### src/rtl/mtds_divider.sv
// restoring divider, one quotient bit per cycle, quotient 19 bits
// depends on nothing; operands are q16 voltage and q16 coefficient
module mtds_divider (
  input  logic        clk_i,
  input  logic        rst_ni,
  input  logic        start_i,
  input  logic [33:0] num_i,
  input  logic [16:0] den_i,
  output logic        done_o,
  output logic [18:0] quot_o
);
  logic [33:0] num_q, num_d;
  logic [17:0] rem_q, rem_d;
  logic [16:0] den_q, den_d;
  logic [18:0] quot_q, quot_d;
  logic [5:0]  cnt_q, cnt_d;
  logic        busy_q, busy_d, done_q, done_d;
  logic [18:0] trial;
  logic [18:0] shifted;

  always_comb begin
    num_d = num_q;
    rem_d = rem_q;
    den_d = den_q;
    quot_d = quot_q;
    cnt_d = cnt_q;
    busy_d = busy_q;
    done_d = 1'b0;
    shifted = {rem_q, num_q[33]};
    trial = shifted - {2'b0, den_q};
    if (start_i) begin
      num_d = num_i;
      den_d = den_i;
      rem_d = '0;
      quot_d = '0;
      cnt_d = 6'd34;
      busy_d = 1'b1;
    end else if (busy_q) begin
      num_d = {num_q[32:0], 1'b0};
      if (!trial[18]) begin
        rem_d = trial[17:0];
        quot_d = {quot_q[17:0], 1'b1};
      end else begin
        rem_d = shifted[17:0];
        quot_d = {quot_q[17:0], 1'b0};
      end
      cnt_d = cnt_q - 6'd1;
      if (cnt_q == 6'd1) begin
        busy_d = 1'b0;
        done_d = 1'b1;
      end
    end
  end

  always_ff @(posedge clk_i or negedge rst_ni) begin
    if (!rst_ni) begin
      busy_q <= 1'b0;
      done_q <= 1'b0;
      cnt_q <= '0;
    end else begin
      busy_q <= busy_d;
      done_q <= done_d;
      cnt_q <= cnt_d;
    end
  end

  always_ff @(posedge clk_i) begin
    num_q <= num_d;
    rem_q <= rem_d;
    den_q <= den_d;
    quot_q <= quot_d;
  end

  assign done_o = done_q;
  assign quot_o = quot_q;
endmodule

### config.mk
export PLATFORM = sky130hd
export DESIGN_NAME = mtds_divider
export DESIGN_NICKNAME = d
export VERILOG_FILES = /design/src/rtl/mtds_divider.sv
export SDC_FILE = /design/constraint.sdc
export NUM_CORES = 1
export LEC_CHECK = 0
export ABC_CLOCK_PERIOD_IN_PS = 5600
export BUFFER_PORTS_ARGS = -buffer_cell sky130_fd_sc_hd__buf_4
export CORE_MARGIN = 10
export CORE_UTILIZATION = 54
export DETAILED_ROUTE_END_ITERATION = 7
export HOLD_SLACK_MARGIN = 0.06
export PLACE_DENSITY = 0.76
export SKIP_CTS_REPAIR_TIMING = 1
export SLEW_MARGIN = 25
export SYNTH_ARGS = -nofsm -noshare
export SYNTH_HDL_FRONTEND = slang
export SYNTH_SLANG_ARGS = --single-unit
### constraint.sdc
create_clock -name clk_i -period 5.6 [get_ports clk_i]
set_clock_uncertainty 0.1 [all_clocks]
set_input_delay 0 -clock clk_i [delete_from_list [all_inputs] [get_ports clk_i]]
set_output_delay 0 -clock clk_i [all_outputs]
set_load 0.01 [all_outputs]
==> results of run 1 <==
worst max-delay path, stage by stage, from the launching register on:
cell      delay (ns)
edfxtp_1        0.33
inv_1           0.05
ha_1            0.21
fa_1            0.41
nand2b_1        0.19
a21oi_2         0.22
o211ai_2        0.17
a311oi_4        0.70
buf_4           0.35
mux2i_1         0.20
a211oi_1        0.09
worst max path at each step:
stage | cells past startpoint | startpoint | slack (ns) | end
floorplan | 10 | num_q[33] | 2.98 | rem_q[1]
global placement | 10 | num_q[33] | 2.50 | rem_q[9]
detailed placement | 10 | num_q[33] | 2.39 | rem_q[10]
CTS | 10 | num_q[33] | 2.37 | rem_q[3]
global route | 10 | num_q[33] | 2.20 | rem_q[12]
finish | 10 | num_q[33] | 2.42 | rem_q[11]
cell usage in the layout, fill, tap and decap left out, drive strengths merged, types with 2 or more instances in the layout:
cell type	Yosys	layout
a211oi	16	16
a21o	4	4
a21oi	19	19
a311oi	2	2
a31oi	2	2
and2	2	2
and3	4	4
buf	9	77
bufinv	0	2
clkbuf	11	9
clkinv	0	3
dfrtp	8	8
dfxtp	37	37
dlygate4sd3	0	54
edfxtp	51	51
ha	19	19
inv	25	27
mux2	34	34
mux2i	33	33
nand2	18	18
nand2b	6	6
nand4	2	2
nor2	54	54
nor2b	2	2
nor3	5	5
o211ai	6	6
o21ai	10	10
o21bai	2	2
o221ai	3	3
or3	3	3
xnor2	8	8
xor2	10	10
layout make-up:
type / count / area (µm²) / area share (%)
Inverter: 25 / 93.8 / 1.52
Tap cell: 108 / 135 / 2.19
Clock buffer: 9 / 124 / 2.01
Clock inverter: 7 / 104 / 1.68
Sequential cell: 96 / 2470 / 40.1
Multi-Input combinational cell: 277 / 2130 / 34.4
Timing Repair Buffer: 131 / 1120 / 18.1
layer usage:
metal | wire, µm | GRT usage, % | share of wire (%) | vias up
met5 | 0 | 0 | 0 | -
met4 | 216 | 5.43 | 2.1 | 0
met3 | 411 | 4.51 | 4.1 | 17
met2 | 5090 | 23.1 | 51 | 60
met1 | 4350 | 17.1 | 43 | 1671
li1 | - | - | - | 1744
registers in the layout, summed over array words and instances (netlist names):
register  flops
rem_q        18
cnt_q         6
den_q        17
done_o        1
quot_o       19
num_q        34
busy_q        1
cell families after synthesis:
kind of cell             count (synthesis)  synth area share, %
multiplexers                            67                 14.8
flip-flops                              96                 51.3
AO/OA/AOI/OAI                           68                 10.4
XOR/XNOR                                18                 3.27
adder cells (fa/ha/maj)                 20                 5.35
buffers and inverters                   45                 4.57
AND/OR/NAND/NOR                        104                 10.3
where the power goes:
group	internal [mW]	switching, mW
clock network	0.258	0.254
registers	0.796	0.0239
logic	0.133	0.110
total	1.19	0.388
==> results_dict.tcl, run 1 <==
set metrics [dict create \
    outcome "completed" \
    vias_per_cell 5.35 \
    finalCriticalPeriod_ns 3.18 \
    cts_root_buf "clkbuf_8" \
    die_x_um 114 \
    p_leak_nw 2.73 \
    tightestPinTransition_ns 0.757 \
    synth_top_area_share_pct 31.8 \
    ys_async_sr_fraction_pct 8.33 \
    total_power_mw 1.57 \
    syn2layout_area_growth_pct 28.1 \
    placed_cells 583 \
    ant_nets 0 \
    holdPathStages 2 \
    synthTopCellsByArea "edfxtp_1, dfxtp_1, mux2_2, mux2i_1, ha_1" \
    dp_slack_ns 2.39 \
    ys_ff_latch 96 \
    placement_rows 34 \
    antenna_cells 0 \
    worstHoldPathType "input pin to flop" \
    clk_pin_slew_worst_paths_ns 0.09 \
    setup-tns-final_ns 0 \
    fin_ws_ns 2.42 \
    wl_um 10100 \
    r2r_slack_ns 2.42 \
    cp.required_ns 5.71 \
    pin_count 74 \
    netlist_area_um2 4820 \
    relSlewSlack_pct 49.5 \
    synth_area_leader_cell "edfxtp_1" \
    synth_edf_count 51 \
    fmax_ghz 0.314 \
    dpl-instance-area_um2 5410 \
    fill_cells 628 \
    slew_viol_final 0 \
    grt_pass1_wl_um 15300 \
    die-area_um2 13100 \
    clk_path_buf_depth 2 \
    crit-reg2reg-launch "num_q[33]" \
    cap_violations 0 \
    path_class "flop to flop" \
    gr-total-overflow 0 \
    ys_top_cells_by_count "nor2_1, edfxtp_1, dfxtp_1, mux2_2, mux2i_1" \
    routabilityCongestion 0.896 \
    fin_crit_sh_pct 56.9 \
    holdWs_ns 0.254 \
    dr.pass1.iters 4 \
    start_kind "flop" \
    vias 3492 \
    grtUsageTotal_pct 14.2 \
    synth_cell_type_count 56 \
    drc 0 \
    hold_start "den_i[14]" \
    io_buffers 73 \
    clock_sinks 96 \
    utilization_pct 70.8 \
    htreeDepth 3 \
    hold_viol 0 \
    dp_hpwl_um 6520 \
    rsz0062_at_grt "no" \
    cts-buffers-inserted 9 \
    cts_tree "done" \
    avgSynthCellArea_um2 11.5 \
    r2r-end "rem_q[11]" \
    r2r_cells 10 \
    worst_setup_path_end_kind "flop" \
    clkLatencyLatePin_ns 0.36 \
    antenna_found_initial 0 \
    die_h_um 114 \
    grt_max_degree 68 \
    drtIter0Drc 124 \
    yosysSeqAreaShare_pct 51.3 \
    synth_most_common_cell "nor2_1" \
    grt_pass1_vias 3349 \
    final_cell_area_um2 6180 \
    fin_cells 653 \
    peakVddDrop_v 0.000156 \
    syn-num-nets 492 \
    drive_gt1_share_pct 25.9 \
    crit_arrival_ns 3.30 \
    cp_max_fo 13 \
    start_util_pct 55.3 \
    avgRoutedWirePerCell_um 15.4 \
    final-setup-viol-count 0 \
    cellPowerDensity_nw_per_um2 255 \
    syn_inst 418 \
    final_net_count 614 \
    synth_flop_cell "edfxtp_1" \
    coreArea_um2 8720 \
    yosys_warnings 0 \
    hold_path_end "den_q[14]" \
]
Power figures use the tool's default switching activity.
==> inputs of run 2 (changes only) <==
- ABC_CLOCK_PERIOD_IN_PS: 5600 -> 3270
- clock period: 5.6 -> 3.27 ns (I/O delays scaled with it)
==> results_dict.tcl, run 2 (synthesis results as in run 1) <==
set metrics [dict create \
    outcome "completed" \
    pin_count 74 \
    layout_common_cells "buf_4, dlygate4sd3_1, nor2_1" \
    wl_um 10400 \
    antenna_found_initial 0 \
    fin_crit_sh_pct 88.0 \
    fin_ws_ns 0.392 \
    syn2layout_area_growth_pct 28.0 \
    cp_top_family "compound AO/OA/AOI/OAI gates" \
    grt_pass1_vias 3405 \
    vias_per_cell 5.31 \
    placement_rows 34 \
    cp_max_fo 12 \
    cts-buffers-inserted 9 \
    top_register "num_q" \
    io_buffers 73 \
    htreeDepth 3 \
    worst_setup_path_end_kind "flop" \
    final_net_count 616 \
    drive_gt1_share_pct 26.1 \
    dp_hpwl_um 6840 \
    r2r-end "rem_q[16]" \
    cellPowerDensity_nw_per_um2 428 \
    total_power_mw 2.64 \
    path_class "flop to flop" \
    critical_path_buf_inv_count 1 \
    cp-endpoint "rem_q[16]" \
    clock_sinks 96 \
    largest_reg_flops 34 \
    grt_pass1_wl_um 16000 \
    cts_root_buf "clkbuf_8" \
    gr-total-overflow 0 \
    clkLatencyLatePin_ns 0.37 \
    peakVddDrop_v 0.000270 \
    die_h_um 114 \
    fin_cells 655 \
    r2r_slack_ns 0.39 \
    coreArea_um2 8720 \
    slowest_stage "a311oi_4" \
    final_common_cell "buf_4" \
    fmax_ghz 0.347 \
    placed_cells 585 \
    grtUsageTotal_pct 14.9 \
    dr.pass1.iters 5 \
    startpoint "den_q[0]" \
    drc 0 \
    routabilityCongestion 0.854 \
    vias 3476 \
    crit-reg2reg-launch "den_q[0]" \
    drtIter0Drc 139 \
    cp.required_ns 3.40 \
    die_x_um 114 \
    r2r_cells 9 \
    p_leak_nw 2.72 \
    ant_nets 0 \
    relSlewSlack_pct 57.3 \
    final_cell_area_um2 6170 \
    finalCriticalPeriod_ns 2.88 \
    worstHoldPathType "input pin to flop" \
    utilization_pct 70.7 \
    clk_path_buf_depth 2 \
    start_util_pct 55.3 \
    tightestPinTransition_ns 0.631 \
    dpl-instance-area_um2 5420 \
    avgRoutedWirePerCell_um 16.0 \
    clk_pin_slew_worst_paths_ns 0.10 \
    holdWs_ns 0.248 \
    setup-tns-final_ns 0 \
    slowest_delay_ns 0.46 \
    final-setup-viol-count 0 \
    crit_chain "ha_1 > fa_1 > nand2b_1 > a21oi_2 > o211ai_2 > a311oi_4 > buf_4 > mux2i_1 > a211oi_1" \
    grt_max_degree 49 \
    cts_tree "done" \
    cap_violations 0 \
    hold_viol 0 \
    slew_viol_final 0 \
    dp_slack_ns 0.384 \
    die-area_um2 13100 \
    start_kind "flop" \
    antenna_cells 0 \
    cp.depth 9 \
    crit_arrival_ns 3.01 \
    rsz0062_at_grt "no" \
]
-- run 2: worst min path at each step --
stage / startpoint / to / slack, ns / depth (start not counted)
global route: den_i[14] / den_q[14] / 0.24 / 2
floorplan: rst_ni / busy_q / -0.40 / 0
finish: den_i[16] / den_q[16] / 0.25 / 2
global placement: rst_ni / cnt_q[2] / -0.28 / 1
CTS: rst_ni / cnt_q[0] / -0.68 / 1
detailed placement: rst_ni / cnt_q[5] / -0.28 / 1
-- run 2: area by class of cell --
type	count	area [µm²]
Clock buffer	10	128
Clock inverter	6	76.3
Fill cell	660	2550
Inverter	25	93.8
Multi-Input combinational cell	277	2130
Sequential cell	96	2470
Tap cell	108	135
Timing Repair Buffer	133	1130
-- run 2: power breakdown --
group	switching (mW)	internal, mW	leakage (nW)
Clock	0.448	0.368	0.0969
Combinational	0.193	0.229	1.70
Sequential	0.0408	1.36	0.922
-- run 2: layer usage --
layer	share of wire, %	track usage (%)	vias to the layer above
li1	-	-	1754
met1	42	17.8	1641
met2	52	24.6	71
met3	4.3	4.51	10
met4	1.1	5.60	0
met5	0	0	-
